### src/rtl/ptl_pkg.sv
// Package for the profile_tier_level bit parser.
// Holds result types, element ids, position codes and the profile class table.
// No dependencies.
`default_nettype none
package ptl_pkg;

	localparam int MAX_SUB_LAYERS = 8;
	localparam int FIFO_DEPTH     = 4;
	localparam int NRULES         = 32;

	// position: bit 5 marks a sub-layer, bits 4:0 the syntax element
	localparam logic [5:0] POS_START = 6'd63;
	localparam logic [6:0] POS_DONE  = 7'd64;
	localparam logic [6:0] POS_SUB   = 7'd32;

	localparam logic [4:0] EL_SPACE    = 5'd0;
	localparam logic [4:0] EL_TIER     = 5'd1;
	localparam logic [4:0] EL_IDC      = 5'd2;
	localparam logic [4:0] EL_COMPAT   = 5'd3;
	localparam logic [4:0] EL_FLAG7    = 5'd7;
	localparam logic [4:0] EL_FLAG8    = 5'd8;
	localparam logic [4:0] EL_FLAG15   = 5'd15;
	localparam logic [4:0] EL_FLAG16   = 5'd16;
	localparam logic [4:0] EL_FLAG17   = 5'd17;
	localparam logic [4:0] EL_RESV     = 5'd18;
	localparam logic [4:0] EL_RESV7    = 5'd19;
	localparam logic [4:0] EL_INBLD    = 5'd20;
	localparam logic [4:0] EL_RESV1    = 5'd21;
	localparam logic [4:0] EL_CLASS    = 5'd22;
	localparam logic [4:0] EL_LEVEL    = 5'd23;
	localparam logic [4:0] EL_SL_PROF  = 5'd24;
	localparam logic [4:0] EL_SL_LEVEL = 5'd25;
	localparam logic [4:0] EL_PAD      = 5'd26;
	localparam logic [4:0] EL_TRUNC    = 5'd27;

	localparam logic [0:0] REG_PROFILE_PRESENT = 1'd0;
	localparam logic [0:0] REG_SUB_LAYERS      = 1'd1;

	typedef struct packed {
		logic [4:0]  element_id;
		logic [2:0]  layer;
		logic [42:0] value;
		logic        last;
	} result_t;

	typedef struct packed {
		logic [6:0] pos;
		logic [2:0] idx;
	} seek_t;

	localparam logic [4:0] RULE_IDC [NRULES] = '{
		5'd2,
		5'd4, 5'd4, 5'd4, 5'd4, 5'd4, 5'd4, 5'd4, 5'd4, 5'd4, 5'd4,
		5'd4, 5'd4, 5'd4, 5'd4, 5'd4, 5'd4, 5'd4, 5'd4, 5'd4, 5'd4, 5'd4,
		5'd5, 5'd5, 5'd5, 5'd5,
		5'd7, 5'd7,
		5'd9, 5'd9, 5'd9, 5'd9
	};
	localparam logic [9:0] RULE_MASK [NRULES] = '{
		10'h080,
		10'h1FF, 10'h1FF, 10'h1FF, 10'h1FF, 10'h1FF, 10'h1FF, 10'h1FF, 10'h1FF,
		10'h1FF, 10'h1FF,
		10'h0FF, 10'h0FF, 10'h0FF, 10'h0FF, 10'h0FF, 10'h0FF, 10'h0FF, 10'h0FF,
		10'h0FF, 10'h0FF, 10'h0FF,
		10'h3FF, 10'h3FF, 10'h3FF, 10'h2FF,
		10'h1FF, 10'h1FF,
		10'h3FF, 10'h3FF, 10'h3FF, 10'h3FF
	};
	localparam logic [9:0] RULE_PAT [NRULES] = '{
		10'h080,
		10'h13F, 10'h13B, 10'h139, 10'h138, 10'h119, 10'h10B, 10'h109, 10'h107,
		10'h103, 10'h101,
		10'h05F, 10'h05B, 10'h059, 10'h04B, 10'h049, 10'h047, 10'h043, 10'h041,
		10'h040, 10'h0C7, 10'h0C0,
		10'h307, 10'h303, 10'h300, 10'h040,
		10'h11F, 10'h11B,
		10'h31F, 10'h31B, 10'h307, 10'h303
	};
	localparam logic [5:0] RULE_CLS [NRULES] = '{
		6'd3,
		6'd5, 6'd6, 6'd7, 6'd8, 6'd9, 6'd10, 6'd11, 6'd12, 6'd13, 6'd14,
		6'd15, 6'd16, 6'd17, 6'd18, 6'd19, 6'd20, 6'd21, 6'd22, 6'd23, 6'd24, 6'd25,
		6'd27, 6'd28, 6'd29, 6'd30,
		6'd33, 6'd34,
		6'd37, 6'd38, 6'd39, 6'd40
	};
	localparam logic [5:0] CLASS_DEFAULT [32] = '{
		6'd0, 6'd1, 6'd2, 6'd4, 6'd26, 6'd31, 6'd32, 6'd35,
		6'd36, 6'd41, 6'd0, 6'd42, 6'd43, 6'd44, 6'd0, 6'd0,
		6'd0, 6'd0, 6'd0, 6'd0, 6'd0, 6'd0, 6'd0, 6'd0,
		6'd0, 6'd0, 6'd0, 6'd0, 6'd0, 6'd0, 6'd0, 6'd0
	};

	// first matching rule wins, else the default for the idc; a nonzero space gives class 0
	function automatic logic [5:0] profile_class(input logic [1:0] space,
			input logic [4:0] idc, input logic [9:0] cb);
		logic [5:0] r;
		logic       hit;
		r   = CLASS_DEFAULT[idc];
		hit = 1'b0;
		for (int i = 0; i < NRULES; i++) begin
			if (!hit && RULE_IDC[i] == idc && (cb & RULE_MASK[i]) == RULE_PAT[i]) begin
				r   = RULE_CLS[i];
				hit = 1'b1;
			end
		end
		if (space != 2'd0)
			r = 6'd0;
		return r;
	endfunction

endpackage
`default_nettype wire

### src/rtl/hevc_profile_tier_level_parser.sv
// Top level of the profile_tier_level bit parser: sequencer and result queue.
// Depends on ptl_pkg.
//
// Usage: one RBSP bit enters per item on the data channel (data_valid,
// data_stall, data_bit, buffer_end). Each finished syntax element leaves as
// one item on the result channel (result_valid, result_stall, element_id,
// layer, value, last). An item is taken when valid is high and stall low.
// Throughput is one bit per cycle while data_stall is low; the walk state
// updates in the cycle the bit is taken and its results land in a four-entry
// result queue, visible in the next cycle. A bit yields at most two results
// (reserved tail and profile class). data_stall rises when the queue holds
// more than two results, so a stalled receiver halts the input before the queue
// can overflow. buffer_end gives one truncation result and restarts the walk.
// Reset clears the walk to the start of a structure, empties the queue and
// sets profile_present to 1 and sub_layers_minus_one to 0. Registers are
// written through cfg_we, cfg_index and cfg_data with no handshake.
`default_nettype none
module hevc_profile_tier_level_parser (
	input  wire logic        clk,
	input  wire logic        arst_n,
	input  wire logic        cfg_we,
	input  wire logic [0:0]  cfg_index,
	input  wire logic [2:0]  cfg_data,
	input  wire logic        data_valid,
	output logic             data_stall,
	input  wire logic        data_bit,
	input  wire logic        buffer_end,
	output logic             result_valid,
	input  wire logic        result_stall,
	output logic [4:0]       element_id,
	output logic [2:0]       layer,
	output logic [42:0]      value,
	output logic             last
);

	logic       prof_present_q;
	logic [2:0] sl_minus1_q;

	logic [5:0]  pos_q, n_pos;
	logic [5:0]  bc_q, n_bc;
	logic [42:0] acc_q, n_acc;
	logic [31:0] compat_q, n_compat;
	logic [4:0]  idc_q, n_idc;
	logic [1:0]  space_q, n_space;
	logic [9:0]  cb_q, n_cb;
	logic [6:0]  ppb_q, n_ppb, lpb_q, n_lpb;
	logic [2:0]  idx_q, n_idx;

	ptl_pkg::result_t ent [2];
	logic [1:0]       k;
	logic             take;

	logic g_ext, g_14, g_m10, g_inbld;

	function automatic logic idc_or(input logic [31:0] set, input logic [4:0] idc,
			input logic [31:0] cf);
		return set[idc] || ((cf & set) != 32'd0);
	endfunction

	function automatic ptl_pkg::seek_t seek(input logic [3:0] from, input logic [2:0] n,
			input logic [6:0] ppb, input logic [6:0] lpb, input logic [2:0] cur);
		ptl_pkg::seek_t s;
		logic           found;
		s.pos = ptl_pkg::POS_DONE;
		s.idx = cur;
		found = 1'b0;
		for (int j = 0; j < ptl_pkg::MAX_SUB_LAYERS - 1; j++) begin
			if (!found && 4'(j) >= from && 3'(j) < n) begin
				if (ppb[j]) begin
					s.pos = ptl_pkg::POS_SUB;
					s.idx = 3'(j);
					found = 1'b1;
				end else if (lpb[j]) begin
					s.pos = ptl_pkg::POS_SUB | 7'(ptl_pkg::EL_LEVEL);
					s.idx = 3'(j);
					found = 1'b1;
				end
			end
		end
		return s;
	endfunction

	assign g_ext   = idc_or(32'h7F0, idc_q, compat_q);
	assign g_14    = idc_or(32'h620, idc_q, compat_q);
	assign g_m10   = idc_or(32'h004, idc_q, compat_q);
	assign g_inbld = idc_or(32'h23E, idc_q, compat_q);

	assign take = data_valid && !data_stall;

	// one bit of the walk
	always_comb begin
		logic [5:0]     cur;
		logic [4:0]     p;
		logic           sub;
		logic [2:0]     lay;
		logic [2:0]     tl;
		logic [5:0]     width;
		logic [6:0]     nxt;
		logic           adv;
		logic           rst;
		ptl_pkg::seek_t sk;

		n_pos = pos_q; n_bc = bc_q; n_acc = acc_q; n_compat = compat_q;
		n_idc = idc_q; n_space = space_q; n_cb = cb_q; n_ppb = ppb_q;
		n_lpb = lpb_q; n_idx = idx_q;
		ent[0] = '0; ent[1] = '0; k = 2'd0;
		nxt = 7'd0; adv = 1'b0; rst = 1'b0; tl = 3'd0; sk = '0;

		cur = (pos_q == ptl_pkg::POS_START) ? (prof_present_q ? 6'd0 : 6'(ptl_pkg::EL_LEVEL))
			: pos_q;
		p   = cur[4:0];
		sub = cur[5];
		lay = sub ? idx_q + 3'd1 : 3'd0;

		unique case (p)
			5'd0:  width = 6'd2;
			5'd2:  width = 6'd5;
			5'd3:  width = 6'd32;
			5'd18: width = g_ext ? (g_14 ? 6'd33 : 6'd34) : (g_m10 ? 6'd35 : 6'd43);
			5'd19: width = 6'd7;
			5'd23: width = 6'd8;
			5'd26: width = 6'd2;
			default: width = 6'd1;
		endcase

		if (buffer_end) begin
			if (pos_q != ptl_pkg::POS_START && (pos_q[5] || pos_q[4:0] == ptl_pkg::EL_SL_PROF
					|| pos_q[4:0] == ptl_pkg::EL_SL_LEVEL))
				tl = idx_q + 3'd1;
			ent[0] = '{ptl_pkg::EL_TRUNC, tl, 43'd0, 1'b1};
			k = 2'd1;
			rst = 1'b1;
		end else begin
			n_pos = cur;
			if (p == ptl_pkg::EL_COMPAT)
				n_compat = compat_q | (32'(data_bit) << bc_q[4:0]);
			else
				n_acc = {acc_q[41:0], data_bit};
			n_bc = bc_q + 6'd1;
			if (n_bc >= width) begin
				adv = 1'b1;
				k = 2'd1;
				ent[0] = '{p, lay, n_acc, 1'b0};
				unique case (p)
					5'd0: begin
						n_space = n_acc[1:0];
						nxt = {1'b0, sub, 5'd1};
					end
					5'd1: nxt = {1'b0, sub, 5'd2};
					5'd2: begin
						n_idc = n_acc[4:0];
						nxt = {1'b0, sub, 5'd3};
					end
					5'd3: begin
						ent[0].value = 43'(n_compat);
						nxt = {1'b0, sub, 5'd4};
					end
					5'd4, 5'd5, 5'd6: nxt = {1'b0, sub, p + 5'd1};
					5'd7: nxt = {1'b0, sub, g_ext ? ptl_pkg::EL_FLAG8
						: (g_m10 ? ptl_pkg::EL_RESV7 : ptl_pkg::EL_RESV)};
					5'd8, 5'd9, 5'd10, 5'd11, 5'd12, 5'd13, 5'd14, 5'd15, 5'd16, 5'd17: begin
						n_cb = cb_q | (10'(n_acc[0]) << (p - 5'd8));
						priority case (p)
							ptl_pkg::EL_FLAG15: nxt = {1'b0, sub, g_ext ? ptl_pkg::EL_FLAG16
								: ptl_pkg::EL_RESV};
							ptl_pkg::EL_FLAG16: nxt = {1'b0, sub, g_14 ? ptl_pkg::EL_FLAG17
								: ptl_pkg::EL_RESV};
							ptl_pkg::EL_FLAG17: nxt = {1'b0, sub, ptl_pkg::EL_RESV};
							default: nxt = {1'b0, sub, p + 5'd1};
						endcase
					end
					5'd18: begin
						ent[1] = '{ptl_pkg::EL_CLASS, lay,
							43'(ptl_pkg::profile_class(space_q, idc_q, cb_q)), 1'b0};
						k = 2'd2;
						nxt = {1'b0, sub, ptl_pkg::EL_INBLD};
					end
					5'd19: nxt = {1'b0, sub, ptl_pkg::EL_FLAG15};
					5'd20: begin
						ent[0].element_id = g_inbld ? ptl_pkg::EL_INBLD : ptl_pkg::EL_RESV1;
						if (sub) begin
							if (lpb_q[idx_q]) begin
								nxt = ptl_pkg::POS_SUB | 7'(ptl_pkg::EL_LEVEL);
							end else begin
								sk = seek({1'b0, idx_q} + 4'd1, sl_minus1_q, ppb_q, lpb_q, idx_q);
								nxt = sk.pos;
								n_idx = sk.idx;
							end
						end else begin
							nxt = 7'(ptl_pkg::EL_LEVEL);
						end
					end
					5'd23: begin
						if (sub) begin
							sk = seek({1'b0, idx_q} + 4'd1, sl_minus1_q, ppb_q, lpb_q, idx_q);
							nxt = sk.pos;
							n_idx = sk.idx;
						end else if (sl_minus1_q == 3'd0) begin
							nxt = ptl_pkg::POS_DONE;
						end else begin
							n_idx = 3'd0;
							nxt = 7'(ptl_pkg::EL_SL_PROF);
						end
					end
					5'd24: begin
						if (sub) begin
							rst = 1'b1;
							k = 2'd0;
						end else begin
							n_ppb = ppb_q | (7'(n_acc[0]) << idx_q);
							ent[0].layer = idx_q + 3'd1;
							nxt = 7'(ptl_pkg::EL_SL_LEVEL);
						end
					end
					5'd25: begin
						if (sub) begin
							rst = 1'b1;
							k = 2'd0;
						end else begin
							n_lpb = lpb_q | (7'(n_acc[0]) << idx_q);
							ent[0].layer = idx_q + 3'd1;
							if ({1'b0, idx_q} + 4'd1 < {1'b0, sl_minus1_q}) begin
								n_idx = idx_q + 3'd1;
								nxt = 7'(ptl_pkg::EL_SL_PROF);
							end else begin
								n_idx = sl_minus1_q;
								nxt = 7'(ptl_pkg::EL_PAD);
							end
						end
					end
					5'd26: begin
						if (sub) begin
							rst = 1'b1;
							k = 2'd0;
						end else begin
							ent[0].layer = 3'd0;
							if (idx_q == 3'd7) begin
								sk = seek(4'd0, sl_minus1_q, n_ppb, n_lpb, idx_q);
								nxt = sk.pos;
								n_idx = sk.idx;
							end else begin
								n_idx = idx_q + 3'd1;
								nxt = 7'(ptl_pkg::EL_PAD);
							end
						end
					end
					default: begin
						rst = 1'b1;
						k = 2'd0;
					end
				endcase
				if (!rst) begin
					if (nxt == ptl_pkg::POS_DONE) begin
						if (k == 2'd2)
							ent[1].last = 1'b1;
						else
							ent[0].last = 1'b1;
						rst = 1'b1;
					end else begin
						n_pos = nxt[5:0];
						n_bc = 6'd0;
						n_acc = 43'd0;
						if (nxt[4:0] == 5'd0) begin
							n_compat = 32'd0; n_idc = 5'd0; n_space = 2'd0; n_cb = 10'd0;
						end
					end
				end
			end
		end

		if (rst) begin
			n_pos = ptl_pkg::POS_START; n_bc = 6'd0; n_acc = 43'd0; n_compat = 32'd0;
			n_idc = 5'd0; n_space = 2'd0; n_cb = 10'd0; n_ppb = 7'd0; n_lpb = 7'd0;
			n_idx = 3'd0;
		end
	end

	always_ff @(posedge clk or negedge arst_n) begin
		if (!arst_n) begin
			prof_present_q <= 1'b1;
			sl_minus1_q    <= 3'd0;
		end else if (cfg_we) begin
			unique case (cfg_index)
				ptl_pkg::REG_PROFILE_PRESENT: prof_present_q <= cfg_data[0];
				ptl_pkg::REG_SUB_LAYERS:      sl_minus1_q    <= cfg_data;
			endcase
		end
	end

	always_ff @(posedge clk or negedge arst_n) begin
		if (!arst_n) begin
			pos_q <= ptl_pkg::POS_START; bc_q <= 6'd0; acc_q <= 43'd0; compat_q <= 32'd0;
			idc_q <= 5'd0; space_q <= 2'd0; cb_q <= 10'd0; ppb_q <= 7'd0; lpb_q <= 7'd0;
			idx_q <= 3'd0;
		end else if (take) begin
			pos_q <= n_pos; bc_q <= n_bc; acc_q <= n_acc; compat_q <= n_compat;
			idc_q <= n_idc; space_q <= n_space; cb_q <= n_cb; ppb_q <= n_ppb;
			lpb_q <= n_lpb; idx_q <= n_idx;
		end
	end

	// result queue
	ptl_pkg::result_t fifo_q [ptl_pkg::FIFO_DEPTH];
	logic [1:0] wr_q, rd_q;
	logic [2:0] cnt_q;
	logic       pop;
	logic [1:0] push_n;

	assign pop    = result_valid && !result_stall;
	assign push_n = take ? k : 2'd0;

	always_ff @(posedge clk) begin
		if (push_n != 2'd0)
			fifo_q[wr_q] <= ent[0];
		if (push_n == 2'd2)
			fifo_q[wr_q + 2'd1] <= ent[1];
	end

	always_ff @(posedge clk or negedge arst_n) begin
		if (!arst_n) begin
			wr_q  <= 2'd0;
			rd_q  <= 2'd0;
			cnt_q <= 3'd0;
		end else begin
			wr_q  <= wr_q + push_n;
			rd_q  <= rd_q + 2'(pop);
			cnt_q <= cnt_q + 3'(push_n) - 3'(pop);
		end
	end

	assign data_stall   = cnt_q > 3'd2;
	assign result_valid = cnt_q != 3'd0;
	assign element_id   = fifo_q[rd_q].element_id;
	assign layer        = fifo_q[rd_q].layer;
	assign value        = fifo_q[rd_q].value;
	assign last         = fifo_q[rd_q].last;

	a_cnt_bound: assert property (@(posedge clk) disable iff (!arst_n)
		cnt_q <= 3'(ptl_pkg::FIFO_DEPTH))
		else $error("result queue overflow");
	a_trunc_restart: assert property (@(posedge clk) disable iff (!arst_n)
		take && buffer_end |=> pos_q == ptl_pkg::POS_START && cnt_q != 3'd0)
		else $error("truncation did not restart the walk");
	a_hold: assert property (@(posedge clk) disable iff (!arst_n)
		!take |=> $stable(pos_q) && $stable(bc_q))
		else $error("walk moved without an item");

endmodule
`default_nettype wire
### config.mk
export PLATFORM = sky130hd
export DESIGN_NAME = hevc_profile_tier_level_parser
export DESIGN_NICKNAME = d
export VERILOG_FILES = /design/src/rtl/ptl_pkg.sv /design/src/rtl/hevc_profile_tier_level_parser.sv
export SDC_FILE = /design/constraint.sdc
export NUM_CORES = 1
export LEC_CHECK = 0
export BUFFER_PORTS_ARGS = -buffer_cell sky130_fd_sc_hd__buf_4
export CAP_MARGIN = 25
export CORE_UTILIZATION = 63
export DETAILED_ROUTE_END_ITERATION = 7
export PLACE_DENSITY_LB_ADDON = 0.2
export SETUP_SLACK_MARGIN = 0.15
export SLEW_MARGIN = 0
export SYNTH_ARGS = -nofsm -noshare
export SYNTH_HDL_FRONTEND = slang
export SYNTH_SLANG_ARGS = --single-unit
export TNS_END_PERCENT = 20
### constraint.sdc
create_clock -name clk -period 6.2 [get_ports clk]
set_input_delay 0.31 -clock clk [delete_from_list [all_inputs] [get_ports clk]]
set_output_delay 0.31 -clock clk [all_outputs]
set_load 0.01 [all_outputs]
==> summary.txt <==
Critical path's largest stage delay = 0.77 ns
DRC Markers = 0
Switching power = 3030 uW
Hold/Removal Path Class = primary input to register
Highest Signal Layer = met4
Maximum number of pins on one net before global-route repair = 75
Final period demand of the worst path = 5.74 ns
Via density per instance = 6.85
RSZ-0062 raised after global routing = no
Slew @ Worst Pin = 1.08 ns
Vias = 16200
Share of cells above drive strength 1 = 0.143
Clock slew seen by the registers of the worst setup and hold paths = 0.06 ns
Syn Nets = 2001
Gpl congestion = 0.999
Sequential share of the synthesized area = 0.435
Final hold slack = 0.0234 ns
Clock share of power = 0.279
Max Slew Vio Count = 0
Sequential Power Share = 0.341
P_leak = 0.00769 uW
Syn. warnings = 0
Seq cells post-synth = 339
Clk Latency, worst-skew pair = 0.52 ns
CP Launch Type = register
Hold buffer count at cts = 1
Multi-input combinational cell area = 9510 um^2
Status = finished, final reports clean
Register area = 7980 um^2
Layout fillers = 2226
Slew headroom = 0.278
Max Freq = 0.174 GHz
Antenna cells = 0
Setup TNS = 0 ns
CTS tree = done
Routed length per instance = 22.5 um
Worst VDD drop = 0.000356 V
EDFF count, synth = 52
Worst Path Arrival = 5.89 ns
Crit-path slowest cell = a311oi_1
CP cell instances = nor4_1 > nand2_1 > a311oi_1 > nor2_1 > o211ai_1 > ha_1 > nand2b_1 > a21o_1 > a21o_1 > a2111oi_4 > o21a_1 > or3_1 > buf_4 > inv_4 > nor2_1 > nand3_1 > nand2_1
H-tree Lvls = 2
All-Layer GR Usage = 0.352
Inserted Clock Buffers = 37
Wire length on met1 = 21500 um
Cell count after synthesis = 1963
Rows = 62
Crit path kind = register to register
Post-synth cell types = 105
Die Y = 173 um
Final-report setup violation count = 0
Placed Area = 18900 um^2
Top_reg_cell synth = dfxtp_1
Async SR Flop Fraction = 0.386
PwrDens = 382 nW/um^2
Worst setup EP type = register
CTS resizes = 0
Final period util = 0.926
CP Max Fanout = 13
Fin nets = 1989
Starting Density = 0.639
Die W = 173 um
First-pass GRT wire length = 84600 um
Wire length on met3 = 4830 um
Tot Pwr = 7660 uW
Int Power = 4630 uW
Grt ovf = 0
Met2 WL post-DR = 24700 um
Worst Path Required = 6.35 ns
Core Region = 28700 um^2
Cell area after layout = 20000 um^2
Initial antenna violation count = 0
Post-DP HPWL = 35700 um
Detailed-router iteration count before antenna repair = 7
Post-CTS Setup Inserts = 0
I/O pin cnt = 65
Switching part of the total = 0.395
Antenna viol nets, final = 0
Max-cap violation count = 0
Setup WS post-layout = 0.457 ns
Clock root cell = clkbuf_16
Combinational share of power = 0.380
Fin Clk Skew = 0.0126 ns
Port-buffer cells = 64
Mean Syn Cell Area = 9.34 um^2
1st-iter DRT viols = 1910
Dpl ws = 0.643 ns
Die area = 29800 um^2
Total routed wirelength = 53200 um
Mapped cell area = 18300 um^2
Final hold viol count = 0
Area growth, synth to finish = 9.29%
Clock Sinks = 339
CTS Buffer Depth = 3
Vias in the first global route = 15500
logic make-up after synthesis:
logic type               count (synthesis)  share of synthesized area
XOR/XNOR                                11                    0.00526
AO/OA/AOI/OAI                          582                      0.220
adder cells (fa/ha/maj)                 27                     0.0188
buffers and inverters                  187                     0.0491
multiplexers                            70                     0.0741
AND/OR/NAND/NOR                        747                      0.198
flip-flops                             339                      0.435
sequential cells by signal (all words and copies together) (netlist names):
signal / flops
pos_q: 6
lpb_q: 7
prof_present_q: 1
rd_q: 2
acc_q: 42
bc_q: 6
space_q: 2
idc_q: 5
cnt_q: 3
cb_q: 10
idx_q: 3
wr_q: 2
ppb_q: 7
fifo_q: 208
compat_q: 32
sl_minus1_q: 3
worst max-delay path, delay by kind of cell (launching register included):
kind,cells,cell delay [ns]
AO/OA/AOI/OAI,6,2.18
adder cells (fa/ha/maj),1,0.26
buffers and inverters,2,0.35
flip-flops,1,0.39
AND/OR/NAND/NOR,8,2.17
worst paths after layout:
path | startpoint | end | slack [ns] | cells past startpoint
max in group asynchronous | arst_n | acc_q[32] | 4.55 | 3
min reg2reg | fifo_q[2][33] | fifo_q[2][33] | 0.45 | 2
min | cfg_data[1] | sl_minus1_q[1] | 0.02 | 2
min in group asynchronous | arst_n | sl_minus1_q[2] | 0.38 | 2
max | compat_q[6] | fifo_q[0][44] | 0.46 | 17
max reg2reg | compat_q[6] | fifo_q[0][44] | 0.46 | 17
placed cells by master (no fill, tap or decap), types with 6 or more instances in the layout:
cell type / instances
nor3_1: 64
o2bb2ai_1: 11
mux2i_1: 12
edfxtp_1: 52
dfstp_2: 7
and2_1: 12
clkbuf_16: 37
a22o_1: 76
nor3b_1: 9
a32o_1: 30
buf_4: 93
dfxtp_1: 156
a211oi_1: 41
nand4_1: 15
nor2_1: 150
nor4_1: 7
and3_1: 25
o21ai_0: 60
a21o_1: 6
ha_1: 26
nor2_2: 16
nand3_1: 63
nand2b_1: 12
or3_1: 11
clkbuf_1: 12
o21a_1: 8
o22ai_1: 42
or2_2: 6
a31oi_1: 15
mux4_2: 52
o211ai_1: 12
inv_1: 35
o21ai_1: 9
a21oi_1: 195
a22oi_1: 6
nand3b_1: 7
dfrtp_1: 122
nand2_1: 287
xnor2_1: 7
nor2b_1: 15
routing by layer:
metal | global-route usage | vias up
li1 | - | 7269
met1 | 0.482 | 7857
met2 | 0.559 | 885
met3 | 0.0574 | 162
met4 | 0.148 | 0
met5 | 0 | -
cells in the mapped netlist (10+ instances only):
library cell	n	area share
nand2_1	287	0.059
a21oi_1	195	0.053
dfxtp_1	156	0.17
nor2_1	152	0.031
dfrtp_1	124	0.17
a22o_1	76	0.036
nor3_1	64	0.017
nand3_1	63	0.017
o21ai_0	60	0.016
clkbuf_1	57	0.012
buf_2	54	0.015
edfxtp_1	52	0.085
mux4_2	52	0.064
o22ai_1	42	0.014
a211oi_1	41	0.017
inv_1	35	0.0072
a32o_1	30	0.016
ha_1	26	0.018
and3_1	25	0.0085
buf_4	18	0.0074
a31oi_1	15	0.0051
nand4_1	15	0.0051
nor2_2	15	0.0051
nor2b_1	15	0.0051
and2_1	12	0.0041
mux2i_1	12	0.0066
nand2b_1	12	0.0041
o211ai_1	12	0.0049
o2bb2ai_1	11	0.0053
or3_1	11	0.0038
buf_1	10	0.0020
area by class of cell:
type / count / area share
multi-input cells: 1437 / 0.474
repair buffers: 97 / 0.0379
inverters: 39 / 0.00743
flip-flops and latches: 339 / 0.398
clock buffers: 55 / 0.0523
clock inverters: 11 / 0.00587
well taps: 384 / 0.0240
power groups by stage:
stage / registers (uW) / logic (uW) / clock network (uW)
detailed placement: 2650 / 2840 / 0
global route: 2630 / 3100 / 2230
floorplan: 2510 / 2110 / 0
global placement: 2640 / 2830 / 0
finish: 2610 / 2910 / 2140
CTS: 2610 / 2850 / 2150
metrics by stage:
| stage | utilization | std cells |
|---|---|---|
| after detailed placement | 0.657 | 2295 |
| after CTS | 0.698 | 2362 |
| after global routing | 0.698 | 2362 |
| final | 0.698 | 2362 |
| after global placement | 0.657 | 2295 |
| after floorplan | - | 1963 |
(Power assumes the default switching activity.)
